File: config.mk
export PLATFORM = sky130hd
export DESIGN_NAME = bbe_cell
export DESIGN_NICKNAME = d
export VERILOG_FILES = /design/src/rtl/core/bernstein_basis_evaluator_core_defines.svh /design/src/rtl/core/bbe_pkg.sv /design/src/rtl/core/bbe_cell.sv
export SDC_FILE = /design/constraint.sdc
export NUM_CORES = 1
export LEC_CHECK = 0
export ABC_AREA = 1
export CAP_MARGIN = 20
export CORE_UTILIZATION = 55
export CTS_CLUSTER_DIAMETER = 150
export DETAILED_ROUTE_END_ITERATION = 12
export DONT_BUFFER_PORTS = 1
export PLACE_DENSITY = 0.7
export SYNTH_ARGS = -nofsm -noshare
export SYNTH_HDL_FRONTEND = slang
export SYNTH_SLANG_ARGS = --single-unit
File: constraint.sdc
create_clock -name clk -period 20.2 [get_ports clk]
set_input_delay 1.01 -clock clk [delete_from_list [all_inputs] [get_ports clk]]
set_output_delay 1.01 -clock clk [all_outputs]
set_load 0.02 [all_outputs]
File: src/rtl/core/bernstein_basis_evaluator_core_defines.svh
// Assertion macros shared by the Bernstein basis evaluator RTL
`ifndef BERNSTEIN_BASIS_EVALUATOR_CORE_DEFINES_SVH
`define BERNSTEIN_BASIS_EVALUATOR_CORE_DEFINES_SVH

// Same-cycle implication, sampled on clk, off while rst_n is low
`define BBE_ASSERT_IMPL(label, ante, cons) \
    label: assert property (@(posedge clk) disable iff (!rst_n) (ante) |-> (cons)) \
        else $error("assertion failed: label");

// Next-cycle implication, sampled on clk, off while rst_n is low
`define BBE_ASSERT_NEXT(label, ante, cons) \
    label: assert property (@(posedge clk) disable iff (!rst_n) (ante) |=> (cons)) \
        else $error("assertion failed: label");

`endif

File: src/rtl/core/bbe_pkg.sv
// Types and constants of the Bernstein basis evaluator
package bbe_pkg;

    localparam int X_W        = 17;
    localparam int INDEX_W    = 4;
    localparam int BASIS_W    = 17;
    localparam int DERIV_W    = 21;
    localparam int DEG_W      = 4;
    localparam int CFG_IDX_W  = 1;
    localparam int CFG_DATA_W = 4;

    localparam logic [CFG_IDX_W-1:0] REG_DEGREE   = 1'd0;
    localparam logic [CFG_IDX_W-1:0] REG_DERIV_EN = 1'd1;

    localparam logic [DEG_W-1:0] DEGREE_RST   = 4'd3;
    localparam logic             DERIV_EN_RST = 1'b1;

    localparam logic [31:0]        BASIS_MAX = 32'h0001_FFFF;
    localparam logic signed [63:0] DERIV_HI  = 64'sh0000_0000_000F_FFFF;
    localparam logic signed [63:0] DERIV_LO  = -64'sh0000_0000_0010_0000;

    typedef enum logic [1:0] {
        S_IDLE,
        S_CALC,
        S_OUT
    } bbe_state_t;

    // control from the sequencer to the cell row and output stage
    typedef struct packed {
        logic ready;
        logic load;
        logic step;
        logic snap;
        logic shift;
    } bbe_ctl_t;

endpackage

File: src/rtl/core/bbe_cell.sv
// One cell of the basis row: recurrence step, snapshot and shift-out
module bbe_cell
    import bbe_pkg::*;
#(
    parameter int FRAC_BITS = 16,
    parameter int BW        = FRAC_BITS + 1
)(
    input  logic          clk,
    input  bbe_ctl_t      ctl,
    input  logic [BW-1:0] init_value,
    input  logic [BW-1:0] x_q,
    input  logic [BW-1:0] b_left,
    input  logic [BW-1:0] b_right,
    input  logic [BW-1:0] p_right,
    output logic [BW-1:0] b_out,
    output logic [BW-1:0] p_out
);

    localparam int AW = 2 * BW + 2;
    localparam logic signed [AW-1:0] HALF = AW'(1) <<< (FRAC_BITS - 1);

    logic [BW-1:0] b_reg, b_next;
    logic [BW-1:0] p_reg, p_next;

    logic signed [BW:0]   xs;
    logic signed [BW:0]   diff;
    logic signed [AW-1:0] prod;
    logic signed [AW-1:0] base;
    logic signed [AW-1:0] acc;

    // Y*b + X*bl == (b << F) + X*(bl - b): one multiplier per cell
    always_comb
    begin
        xs   = $signed({1'b0, x_q});
        diff = $signed({1'b0, b_left}) - $signed({1'b0, b_reg});
        prod = xs * diff;
        base = $signed({{(AW - BW){1'b0}}, b_reg}) <<< FRAC_BITS;
        acc  = base + prod + HALF;
    end

    always_comb
    begin
        b_next = b_reg;
        p_next = p_reg;
        if (ctl.load)
        begin
            b_next = init_value;
            p_next = '0;
        end
        else if (ctl.step)
        begin
            b_next = acc[FRAC_BITS +: BW];
            if (ctl.snap)
            begin
                p_next = b_reg;
            end
        end
        else if (ctl.shift)
        begin
            b_next = b_right;
            p_next = p_right;
        end
    end

    always_ff @(posedge clk)
    begin
        b_reg <= b_next;
        p_reg <= p_next;
    end

    assign b_out = b_reg;
    assign p_out = p_reg;

endmodule

# Word-level counts from Yosys, hierarchy flattened
# Index checks and enable logic that the tools add are counted.
[totals]
regBits = 34
elab_cells = 16
[op_classes]
add_sub_neg = 3
n_mul = 1
eq_ne = 1
mux = 6
n_reduce_logical = 3
[op_table]
columns = ["cell", "n"]
rows = [
  ["$mux 17", 6],
  ["$add 33x17->33 const B", 1],
  ["$add 33x33->33", 1],
  ["$mul 18x18->33", 1],
  ["$sub 17x17->18", 1],
  ["$reduce_bool 3->1", 1],
  ["$ne 2x2->1 const B", 1],
  ["$reduce_and 2->1", 1],
  ["$reduce_bool 2->1", 1],
]

# Longest topological paths before layout
[logic_depth]
ltp_word = 6
ltp_mapped = 42

# Least setup slack after synthesis
# No wires, ideal clock.
[synth_timing]
kind = "input port to flip-flop"
startpoint = "input b_left[0]"
endpoint = "register b_reg[16] (netlist: b_out[16]) (data pin)"
setup_ns = 0.252
t_arrival_ns = 7.663
required_time_ns = 19.948
slack_ns = 12.285
cell_stages = 35
n_path_buf = 0
path_cell_list = "inv_1 ha_1 fa_1 inv_1 nand2_1 nand2_1 nand2_1 xnor2_1 clkinv_1 nor2_1 fa_1 fa_1 inv_1 fa_1 inv_1 fa_1 fa_1 fa_1 inv_1 fa_1 inv_1 ha_1 inv_1 o21ai_0 inv_1 nor2_1 nor2_1 o21ai_0 nand2_1 nand2_1 a21oi_1 nand3_1 nand3_1 nand2_1 nand2_1"
[synth_via]
elab_chain_len = 6
[synth_rtl]
columns = ["item", "line", "source"]
rows = [
  ["from (decl)", "bbe_cell.sv:12", "input logic [BW-1:0] b_left,"],
  ["$sub 17x17->18", "bbe_cell.sv:35", "diff = $signed({1'b0, b_left}) - $signed({1'b0, b_reg});"],
  ["$mul 18x18->33", "bbe_cell.sv:36", "prod = xs * diff;"],
  ["$add 33x33->33", "bbe_cell.sv:38", "acc = base + prod + HALF;"],
  ["$add 33x17->33", "bbe_cell.sv:38", ""],
  ["$mux 17", "bbe_cell.sv:50", "else if (ctl.step)"],
  ["$mux 17", "bbe_cell.sv:45", "if (ctl.load)"],
  ["net b_next[16]", "bbe_cell.sv:22", "logic [BW-1:0] b_reg, b_next;"],
  ["to (signal assigned)", "bbe_cell.sv:67", "b_reg <= b_next;"],
  ["to (decl)", "bbe_cell.sv:22", ""],
]
# The timed path passes the listed nets, and every way through them passes these cells.
# A chain may end at the register's enable or synchronous reset.

# Worst setup path in the final report
[layout_timing]
startpoint = "input b_left[0]"
endpoint = "register b_reg[11] (netlist: b_out[11]) (data pin)"
# The elaborated chain is that of the path after synthesis.

==> out/metrics.csv <==
metric,value,unit
outcome,finished clean,
track_usage,30.75,%
fmax,0.1097,GHz
required,20.24,ns
ys_types,40,
period_minus_slack,9.116,ns
cts_tree,yes,
fillers,2227,
grt_pass1_vias,11009,
final_antenna_net_count,0,
grt_pass1_wl,57.23,mm
critPathLaunch,b_left[0],
areaGrowthSynthToFinish,2.946,%
avgRoutedWirePerCell,17.75,um
multi_input_area,0.01050,mm^2
postCtsSetupRepairBufs,0,
syn_nets,2206,
synth-edff-count,17,
slew_violations,0,
avgViaCountPerCell,5.371,
antenna_found_initial,0,
yosysSeqAreaShare,6.482,%
critPathKind,in2reg,
tightest_slew,1.053,ns
synthCells,1719,
drt-initial-drc-count,739,
finalSetupViolCount,0,
start_kind,primary input,
dpl.hpwl,30.45,mm
fp.coreArea,0.02347,mm^2
final_cell_mix,"inv_1 (410), nand2_1 (383), fa_1 (257), nor2_1 (174), ha_1 (139)",
clock_path_buffers,2,
min_from,p_out[7]$_SDFFE_PP0P_,
period_share,45.13,%
cap_violations,0,
end_kind,register,
cts-buffers-inserted,5,
via_count,10715,
cts_sinks,34,
cts.clk_slew.worst_paths,0.06,ns
cts_root_buf,clkbuf_16,
avgSynthCellArea,7.635,um^2
nets,2162,
die-height,156.5,um
max_stage_delay,0.82,ns
row_count,56,
ys.flop_type,edfxtp_1,
clk_latency,0.28,ns
holdBufCountCts,0,
ys_seq_elements,34,
hold_viol,0,
route.detailed.drc,0,
rsz0062_at_grt,false,
finClkSkew,0.006151,ns
grt-ovfl-total,0,
drt_wl_total,35.42,mm
hold_class,reg2reg,
arrival,9.15,ns
worst_path_max_delay_cell,xnor2_1,
synth_warnings,0,
grt_start_max_net_pins,50,
first_pass_iters,6,
die_w,156.5,um
slew-limit-headroom,29.27,%
final_common_cell,inv_1,
setup_tns,0,ns
synthArstFlopShare,0,%
synth_area,0.01313,mm^2
gp_congestion,0.9370,
initial_core_util,55.92,%
die_area,0.02449,mm^2
io_buffers,0,
cp_max_fo,9,
htreeDepth,2,
regArea,850.8,um^2
drive_above_1_share,2.208,%
rr_startpoint,b_out[0]$_DFFE_PP_,
diodes,0,
io_pins,125,
cts_resized,0,
[logic make-up (layout without fill, tap and decap cells)]
family / count (synthesis) / count (layout) / synth area share [%]
buf+inv: 468 / 425 / 13.55
xor+xnor: 11 / 11 / 0.7912
simple gates: 683 / 683 / 21.11
flops: 34 / 34 / 6.482
compound gates: 127 / 127 / 5.624
fa+ha+maj: 396 / 396 / 52.45
[critical path, delay by kind of cell]
family | cells | cell delay, ns
adder cells (fa/ha/maj) | 10 | 4.59
AND/OR/NAND/NOR | 14 | 1.66
buffers and inverters | 8 | 1.05
XOR/XNOR | 1 | 0.82
[path summary, 6_finish.rpt]
check,endpoint,slack [ns],cells after the start
worst min-delay path,p_out[7]$_SDFFE_PP0P_,0.65,2
worst max register to register,b_out[11]$_DFFE_PP_,11.14,32
worst min register to register,p_out[7]$_SDFFE_PP0P_,0.65,2
worst max-delay path,b_out[11]$_DFFE_PP_,11.08,33
[per-stage QoR]
stage          util [%]  hold slack, ns  instances  setup slack [ns]  cell area, um^2
3_3_place_gp      56.74          0.6323       1987             10.99            13320
3_5_place_dp      56.74          0.6375       1987             10.84            13320
2_1_floorplan         -          0.6069       1719             12.29            13130
4_1_cts           57.56          0.6479       1995             11.17            13510
5_1_grt           57.56          0.6745       1995             10.56            13510
6_report          57.56          0.6490       1995             11.08            13510
[per-layer routing]
metal,routed length [um],track usage [%],vias to the layer above
li1,-,-,5037
met1,15220,41.89,5158
met2,15920,49.30,456
met3,3195,6.369,64
met4,1081,9.337,0
met5,0,0,-
[sequential cells by signal (all words and copies together) (netlist names)]
signal and cells:
b_out 17, p_out 17
[cells in the mapped netlist (3+ instances only)]
cell | n | area share [%]
a21oi_1 | 35 | 1.3
nor3_1 | 8 | 0.31
or2_1 | 5 | 0.24
xor2_1 | 5 | 0.33
edfxtp_1 | 17 | 3.9
nor2_1 | 175 | 5.0
ha_1 | 139 | 13
xnor2_1 | 5 | 0.33
clkbuf_1 | 41 | 1.2
a31oi_1 | 25 | 1.2
clkinv_1 | 4 | 0.11
o21bai_1 | 6 | 0.34
fa_1 | 257 | 39
buf_2 | 7 | 0.27
nand3_1 | 86 | 3.3
o221ai_1 | 3 | 0.20
o21ai_0 | 46 | 1.8
nand2_1 | 383 | 11
dfxtp_1 | 17 | 2.6
inv_1 | 410 | 12
nand2_2 | 3 | 0.14
nand4_1 | 4 | 0.19
or2_2 | 15 | 0.71
[layout make-up]
cell class / instances / area share (%)
clock buffer: 5 / 0.9260
sequential: 34 / 6.297
multi-input combinational: 1217 / 77.70
clock inverter: 3 / 0.5093
tap: 319 / 2.954
timing repair buffer: 1 / 0.05556
inverter: 416 / 11.56
Power is left out: the tool's default activity adds up to more than one toggle a clock period on the data nets, which glitch-free logic cannot reach.
