$ cat config.mk
export PLATFORM = sky130hd
export DESIGN_NAME = bbe_ctrl
export DESIGN_NICKNAME = d
export VERILOG_FILES = /design/src/rtl/core/bernstein_basis_evaluator_core_defines.svh /design/src/rtl/core/bbe_pkg.sv /design/src/rtl/core/bbe_ctrl.sv
export SDC_FILE = /design/constraint.sdc
export NUM_CORES = 1
export LEC_CHECK = 0
export ABC_CLOCK_PERIOD_IN_PS = 1500
export BUFFER_PORTS_ARGS = -buffer_cell sky130_fd_sc_hd__buf_2
export CORE_AREA = 2 2 39 41
export DETAILED_ROUTE_END_ITERATION = 10
export DIE_AREA = 0 0 41 43
export GPL_ROUTABILITY_DRIVEN = 0
export GPL_TIMING_DRIVEN = 0
export PLACE_DENSITY = 0.72
export SYNTH_ARGS = -nofsm -noshare
export SYNTH_HDL_FRONTEND = slang
export SYNTH_SLANG_ARGS = --single-unit
export TNS_END_PERCENT = 5
$ cat constraint.sdc
create_clock -name clk -period 1.5 [get_ports clk]
set_input_delay 0.075 -clock clk [delete_from_list [all_inputs] [get_ports clk]]
set_output_delay 0.075 -clock clk [all_outputs]
set_load 0.02 [all_outputs]
$ cat src/rtl/core/bernstein_basis_evaluator_core_defines.svh
// Assertion macros shared by the Bernstein basis evaluator RTL
`ifndef BERNSTEIN_BASIS_EVALUATOR_CORE_DEFINES_SVH
`define BERNSTEIN_BASIS_EVALUATOR_CORE_DEFINES_SVH

// Same-cycle implication, sampled on clk, off while rst_n is low
`define BBE_ASSERT_IMPL(label, ante, cons) \
    label: assert property (@(posedge clk) disable iff (!rst_n) (ante) |-> (cons)) \
        else $error("assertion failed: label");

// Next-cycle implication, sampled on clk, off while rst_n is low
`define BBE_ASSERT_NEXT(label, ante, cons) \
    label: assert property (@(posedge clk) disable iff (!rst_n) (ante) |=> (cons)) \
        else $error("assertion failed: label");

`endif

$ cat src/rtl/core/bbe_pkg.sv
// Types and constants of the Bernstein basis evaluator
package bbe_pkg;

    localparam int X_W        = 17;
    localparam int INDEX_W    = 4;
    localparam int BASIS_W    = 17;
    localparam int DERIV_W    = 21;
    localparam int DEG_W      = 4;
    localparam int CFG_IDX_W  = 1;
    localparam int CFG_DATA_W = 4;

    localparam logic [CFG_IDX_W-1:0] REG_DEGREE   = 1'd0;
    localparam logic [CFG_IDX_W-1:0] REG_DERIV_EN = 1'd1;

    localparam logic [DEG_W-1:0] DEGREE_RST   = 4'd3;
    localparam logic             DERIV_EN_RST = 1'b1;

    localparam logic [31:0]        BASIS_MAX = 32'h0001_FFFF;
    localparam logic signed [63:0] DERIV_HI  = 64'sh0000_0000_000F_FFFF;
    localparam logic signed [63:0] DERIV_LO  = -64'sh0000_0000_0010_0000;

    typedef enum logic [1:0] {
        S_IDLE,
        S_CALC,
        S_OUT
    } bbe_state_t;

    // control from the sequencer to the cell row and output stage
    typedef struct packed {
        logic ready;
        logic load;
        logic step;
        logic snap;
        logic shift;
    } bbe_ctl_t;

endpackage

$ cat src/rtl/core/bbe_ctrl.sv
// Sequencer: accept, recurrence steps, then one result per basis index
module bbe_ctrl
    import bbe_pkg::*;
#(
    parameter int MAX_DEGREE = 15,
    parameter int NW         = $clog2(MAX_DEGREE + 1)
)(
    input  logic          clk,
    input  logic          rst_n,
    input  logic          in_valid,
    input  logic          slot_free,
    input  logic [NW-1:0] n_new,
    input  logic [NW-1:0] n_reg,
    output bbe_ctl_t      ctl,
    output logic [NW-1:0] count
);

    bbe_state_t    state_reg, state_next;
    logic [NW-1:0] count_reg, count_next;
    logic          at_end;

    assign at_end = (count_reg == n_reg);

    always_comb
    begin
        state_next = state_reg;
        count_next = count_reg;
        case (state_reg)
            S_IDLE:
            begin
                if (in_valid)
                begin
                    if (n_new == '0)
                    begin
                        state_next = S_OUT;
                        count_next = '0;
                    end
                    else
                    begin
                        state_next = S_CALC;
                        count_next = NW'(1);
                    end
                end
            end
            S_CALC:
            begin
                if (at_end)
                begin
                    state_next = S_OUT;
                    count_next = '0;
                end
                else
                begin
                    count_next = count_reg + NW'(1);
                end
            end
            S_OUT:
            begin
                if (slot_free)
                begin
                    if (at_end)
                    begin
                        state_next = S_IDLE;
                    end
                    else
                    begin
                        count_next = count_reg + NW'(1);
                    end
                end
            end
            default:
            begin
                state_next = S_IDLE;
                count_next = '0;
            end
        endcase
    end

    always_comb
    begin
        ctl = '0;
        case (state_reg)
            S_IDLE:
            begin
                ctl.ready = 1'b1;
                ctl.load  = in_valid;
            end
            S_CALC:
            begin
                ctl.step = 1'b1;
                ctl.snap = at_end;
            end
            S_OUT:
            begin
                ctl.shift = slot_free;
            end
            default:
            begin
                ctl = '0;
            end
        endcase
    end

    always_ff @(posedge clk or negedge rst_n)
    begin
        if (!rst_n)
        begin
            state_reg <= S_IDLE;
            count_reg <= '0;
        end
        else
        begin
            state_reg <= state_next;
            count_reg <= count_next;
        end
    end

    assign count = count_reg;

endmodule
Word level (Yosys, flattened, before mapping)
Cells that the tools add are included.
{"block": "word_totals", "regBits": 6, "out_inout_bits": 9, "word_cells": 30}
{"block": "classes", "add_sub_neg": 1, "n_eq_ne": 8, "mux": 15, "n_reduce_logical": 4}
{"cell": "two-way mux 4 bit", "count": 4}
{"cell": "two-way mux 2 bit", "count": 7}
{"cell": "one-hot mux 4 bit (3 select lines)", "count": 1}
{"cell": "inequality test 2 bit, second input constant", "count": 5}
{"cell": "one-hot mux 2 bit (3 select lines)", "count": 1}
{"cell": "adder 4 x 1 -> 4 bit, second input constant", "count": 1}
{"cell": "== test 4 bit", "count": 1}
{"cell": "logical NOT 4 bit", "count": 1}
{"cell": "AND reduction 4 bit", "count": 1}
{"cell": "AND reduction 3 bit", "count": 1}
{"cell": "== test 2 x 1 -> 1 bit, second input constant", "count": 1}
{"cell": "== test 2 bit, second input constant", "count": 1}
{"cell": "logical NOT 2 bit", "count": 1}
{"cell": "two-way mux 1 bit", "count": 2}

Depth between registers and ports, before layout
{"block": "logic_depth", "word_depth": 4, "depth_mapped": 5, "ltp_nobuf": 5}

Worst setup path after synthesis
No wires, ideal clock.
{"block": "synth_path", "kind": "reg-to-reg", "start": "register count_reg[2] (netlist: count[2])", "end": "register count_reg[0] (netlist: count[0])", "arrival_ns": 1.556, "required_ns": 1.429, "slack_ns": -0.127, "stages_incl_launch_ff": 6, "n_path_buf": 1, "period_less_slack_ns": 1.627, "path_cell_list": "dfrtp_1 xnor2_1 and4_4 buf_6 or4b_1 nand4_1"}
{"block": "synth_via", "elab_chain_len": 3, "word_cells_on_any_way": 5, "classes_between": "eq/ne (2); mux (2); reduce/logical (1)"}
{"item": "start: declaration", "line_no": "bbe_ctrl.sv:19", "text": "logic [NW-1:0] count_reg, count_next;"}
{"item": "start signal: assignment", "line_no": "bbe_ctrl.sv:114", "text": "count_reg <= count_next;"}
{"item": "== test 4 bit *", "line_no": "bbe_ctrl.sv:22", "text": "assign at_end = (count_reg == n_reg);"}
{"item": "two-way mux 4 bit or inequality test 2 bit (tied branches)"}
{"item": "one-hot mux 4 bit (3 select lines) or AND reduction 3 bit (tied branches)"}
Mark *: on every way between the ends. The rest lies on a longest branch, timed or not.
A chain may end at the register's enable or synchronous reset.

Worst setup path after layout
{"block": "layout_path", "start": "register count_reg[1] (netlist: count[1])", "end": "register count_reg[1] (netlist: count[1])"}
{"block": "layout_via", "elab_chain_len": 4, "word_cells_on_any_way": 8, "classes_between": "add/sub (1); eq/ne (2); mux (4); reduce/logical (1)"}
{"item": "adder 4 x 1 -> 4 bit", "line_no": "bbe_ctrl.sv:54, bbe_ctrl.sv:67"}
{"item": "two-way mux 4 bit", "line_no": "bbe_ctrl.sv:61", "text": "if (at_end)"}
{"item": "two-way mux 4 bit", "line_no": "bbe_ctrl.sv:59", "text": "if (slot_free)"}
{"item": "one-hot mux 4 bit (3 select lines)", "line_no": "bbe_ctrl.sv:28", "text": "case (state_reg)"}
Parallel ways exist; a longest one is shown, timed or not. The select of a mux whose other input is x is not followed.

==> out/qor.yml <==
r2r-start: "count[1]"
ys_types: 33
worst_pin_slew_ps: 440.7
fillCellCount: 140
worstSetupPathType: "reg2reg"
status: "complete, but fails checks"
synth-seq-area-share: 0.3053
worst-endpoint-required_ps: 1630
clkLatencyLatePin_ps: 250
arrival_ps: 1640
fp.coreArea_mm2: 0.001384
final_cells: 103
r2r-end: "count[1]"
first_global_vias: 493
fp.dieW_um: 41
reg2reg_depth: 6
root_buffer: "clkbuf_4"
slew_headroom: 0.7035
grt_max_degree: 11
synth_area_leader_cell: "dfrtp_1"
drv_cap: 0
drcViolationCount: 0
seq_area_um2: 155.1
synthesis.area_um2: 491.7
gr-usage-all-layers: 0.1705
period_minus_slack_ps: 1506
endpoint: "count[1]"
drive_above_1_share: 0.5172
p_seq_frac: 0.210
layout.nets: 101
switchingPower_w: 0.0006131
ant_nets: 0
finalClockSkew_ps: 10.35
power.static_leakage_nw: 0.3589
worstSetupEndpointType: "flop"
p_sw_frac: 0.4450
synth.net_count: 69
htree_levels: 1
p_int_w: 0.0007647
antenna_found_initial: 0
start_util: 0.3553
stdcell_area_um2: 745.7
wire_per_inst_um: 13.00
ys_seq_elements: 6
vias_per_cell: 5.505
io_buffers: 20
violations: "setup timing"
hpwl_um: 938.7
grt_pass1_wl_mm: 1.980
combPwrFrac: 0.675
drt-total-wl_mm: 1.339
synth.top_cell.area_share: 0.3053
setup_violations: 1
vdd_drop_max_uv: 1229
hold_viol: 0
firstDrtPassIters: 3
largest_reg_flops: 4
synth_warnings: 0
p_per_area_mw_per_mm2: 1848
multi_input_area_um2: 362.8
crit_start: "count[1]"
worstPathMaxFanout: 3
fmax_ghz: 0.6640
cts_buffer_depth: 2
drt_iter0_drc: 10
die_area_mm2: 0.001763
gr-total-overflow: 0
clockPowerShare: 0.116
synth_area_per_cell_um2: 8.781
rsz0062_at_grt: "true"
num_vias: 567
clk_pin_slew_ps: 50
syn_to_final_growth_pct: 51.65
cp-start-kind: "flop"
ios: 21
fin_crit_sh: 1.004
synth_cells: 56
holdCritPathClass: "in2reg"
fin_ws_ps: -5.952
placed_area_um2: 624.3
antennaDiodeCount: 0
ff2ff_setup_slack_ps: -6
cts_buffers: 3
drv_slew: 0
fp-row-count: 14
die_y_um: 43
dp.cells: 92
cts_tree: "yes"
cts_sinks: 6
ys_top_cells_by_area: "dfrtp_1 (31%), xnor2_1 (7.1%), and2_1 (5.1%)"
-- metrics by stage --
step | setup TNS, ps | hold slack [ps] | setup WS (ps) | total power (W) | utilization
finish | -5.952 | 145.7 | -5.952 | 0.001378 | 0.5389
global route | -285.3 | 156.6 | -96.83 | 0.001486 | 0.5389
CTS | 0 | 146.9 | 4.094 | 0.001343 | 0.5244
detailed placement | -46.21 | -99.32 | -46.21 | 0.001046 | 0.4512
global placement | -6.891 | -100.8 | -6.891 | 0.001023 | 0.4512
floorplan | -9.495 | -220.6 | -9.495 | 0.0008380 | -
-- cell usage in the layout (no fill, tap or decap), types with 2 or more instances in the layout --
cell,synthesis,final
o21ai_0,3,3
buf_4,0,9
o21a_1,2,2
and2_1,4,4
a21o_1,2,2
dfrtp_2,0,4
nand2_1,2,2
nand3_1,2,2
a21oi_1,4,4
nand4_1,2,2
clkbuf_4,0,3
xnor2_2,0,4
buf_2,1,19
dfrtp_1,6,2
-- routing by layer --
metal  GRT usage  wire, um
met5           0         0
met4     0.04000        17
met2      0.3000       693
met1      0.1732       526
met3     0.07330       102
-- synth_stat cells --
library cell / instances
dfrtp_1: 6
a21oi_1: 4
and2_1: 4
xnor2_1: 4
o21ai_0: 3
a21o_1: 2
nand2_1: 2
nand3_1: 2
nand4_1: 2
nor2_1: 2
nor2b_1: 2
o21a_1: 2
a221oi_1: 1
a22o_1: 1
a22oi_1: 1
a31oi_1: 1
a41oi_1: 1
and4_4: 1
buf_2: 1
buf_6: 1
clkbuf_1: 1
ha_1: 1
inv_1: 1
mux2_2: 1
nand3b_1: 1
nor3_1: 1
nor3b_1: 1
nor4_1: 1
nor4b_1: 1
o211ai_1: 1
or3_1: 1
or4b_1: 1
xor2_1: 1
-- what timing repair did --
action	in CTS	in global routing
hold buffers	1	0
endpoints found under the setup margin	4	6
resized for setup	7	3
buffers inserted	6	1
pin swaps	7	4
hold endpoints to repair	6	0
-- power groups by stage --
| stage | logic [W] | registers (W) | clock network, W |
|---|---|---|---|
| 2_1_floorplan | 0.000488 | 0.000350 | 0 |
| 3_3_place_gp | 0.000705 | 0.000317 | 0 |
| 3_5_place_dp | 0.000723 | 0.000323 | 0 |
| 4_1_cts | 0.000889 | 0.000288 | 0.000165 |
| 5_1_grt | 0.00101 | 0.000295 | 0.000181 |
| 6_report | 0.000930 | 0.000289 | 0.000159 |
-- final cells by class --
cell class	instances	share of cell area
multi-input cells	46	0.4866
repair buffers	28	0.2215
flip-flops and latches	6	0.2081
clock buffers	4	0.03523
well taps	16	0.02685
plain buffers	2	0.01678
inverters	1	0.005034
-- worst max-delay path: stages (launching register included) --
cell,delay (ps)
dfrtp_2,420
xnor2_2,200
buf_4,130
nand4_1,150
buf_4,190
o21a_1,90
a22o_1,210
-- how the worst min path moves through the flow --
stage	cells past startpoint	startpoint	to	slack [ps]
floorplan	0	rst_n	count[0]	-220
global placement	1	rst_n	state_reg[0]	-100
detailed placement	1	rst_n	state_reg[1]	-100
CTS	3	in_valid	state_reg[1]	150
global route	3	in_valid	state_reg[1]	160
finish	3	in_valid	state_reg[1]	150
-- logic make-up (layout without fill, tap and decap cells) --
group | Yosys count | in the layout | synth area share
AOI/OAI and AO/OA | 17 | 17 | 0.2290
xor gates and xnor gates | 5 | 5 | 0.08905
adders and majority gates | 1 | 1 | 0.02544
buffers and inverters | 4 | 35 | 0.04832
DFF | 6 | 6 | 0.3053
muxes | 1 | 1 | 0.02290
and+or+nand+nor | 22 | 22 | 0.2799
No activity file was read; power rests on OpenSTA's default activity.
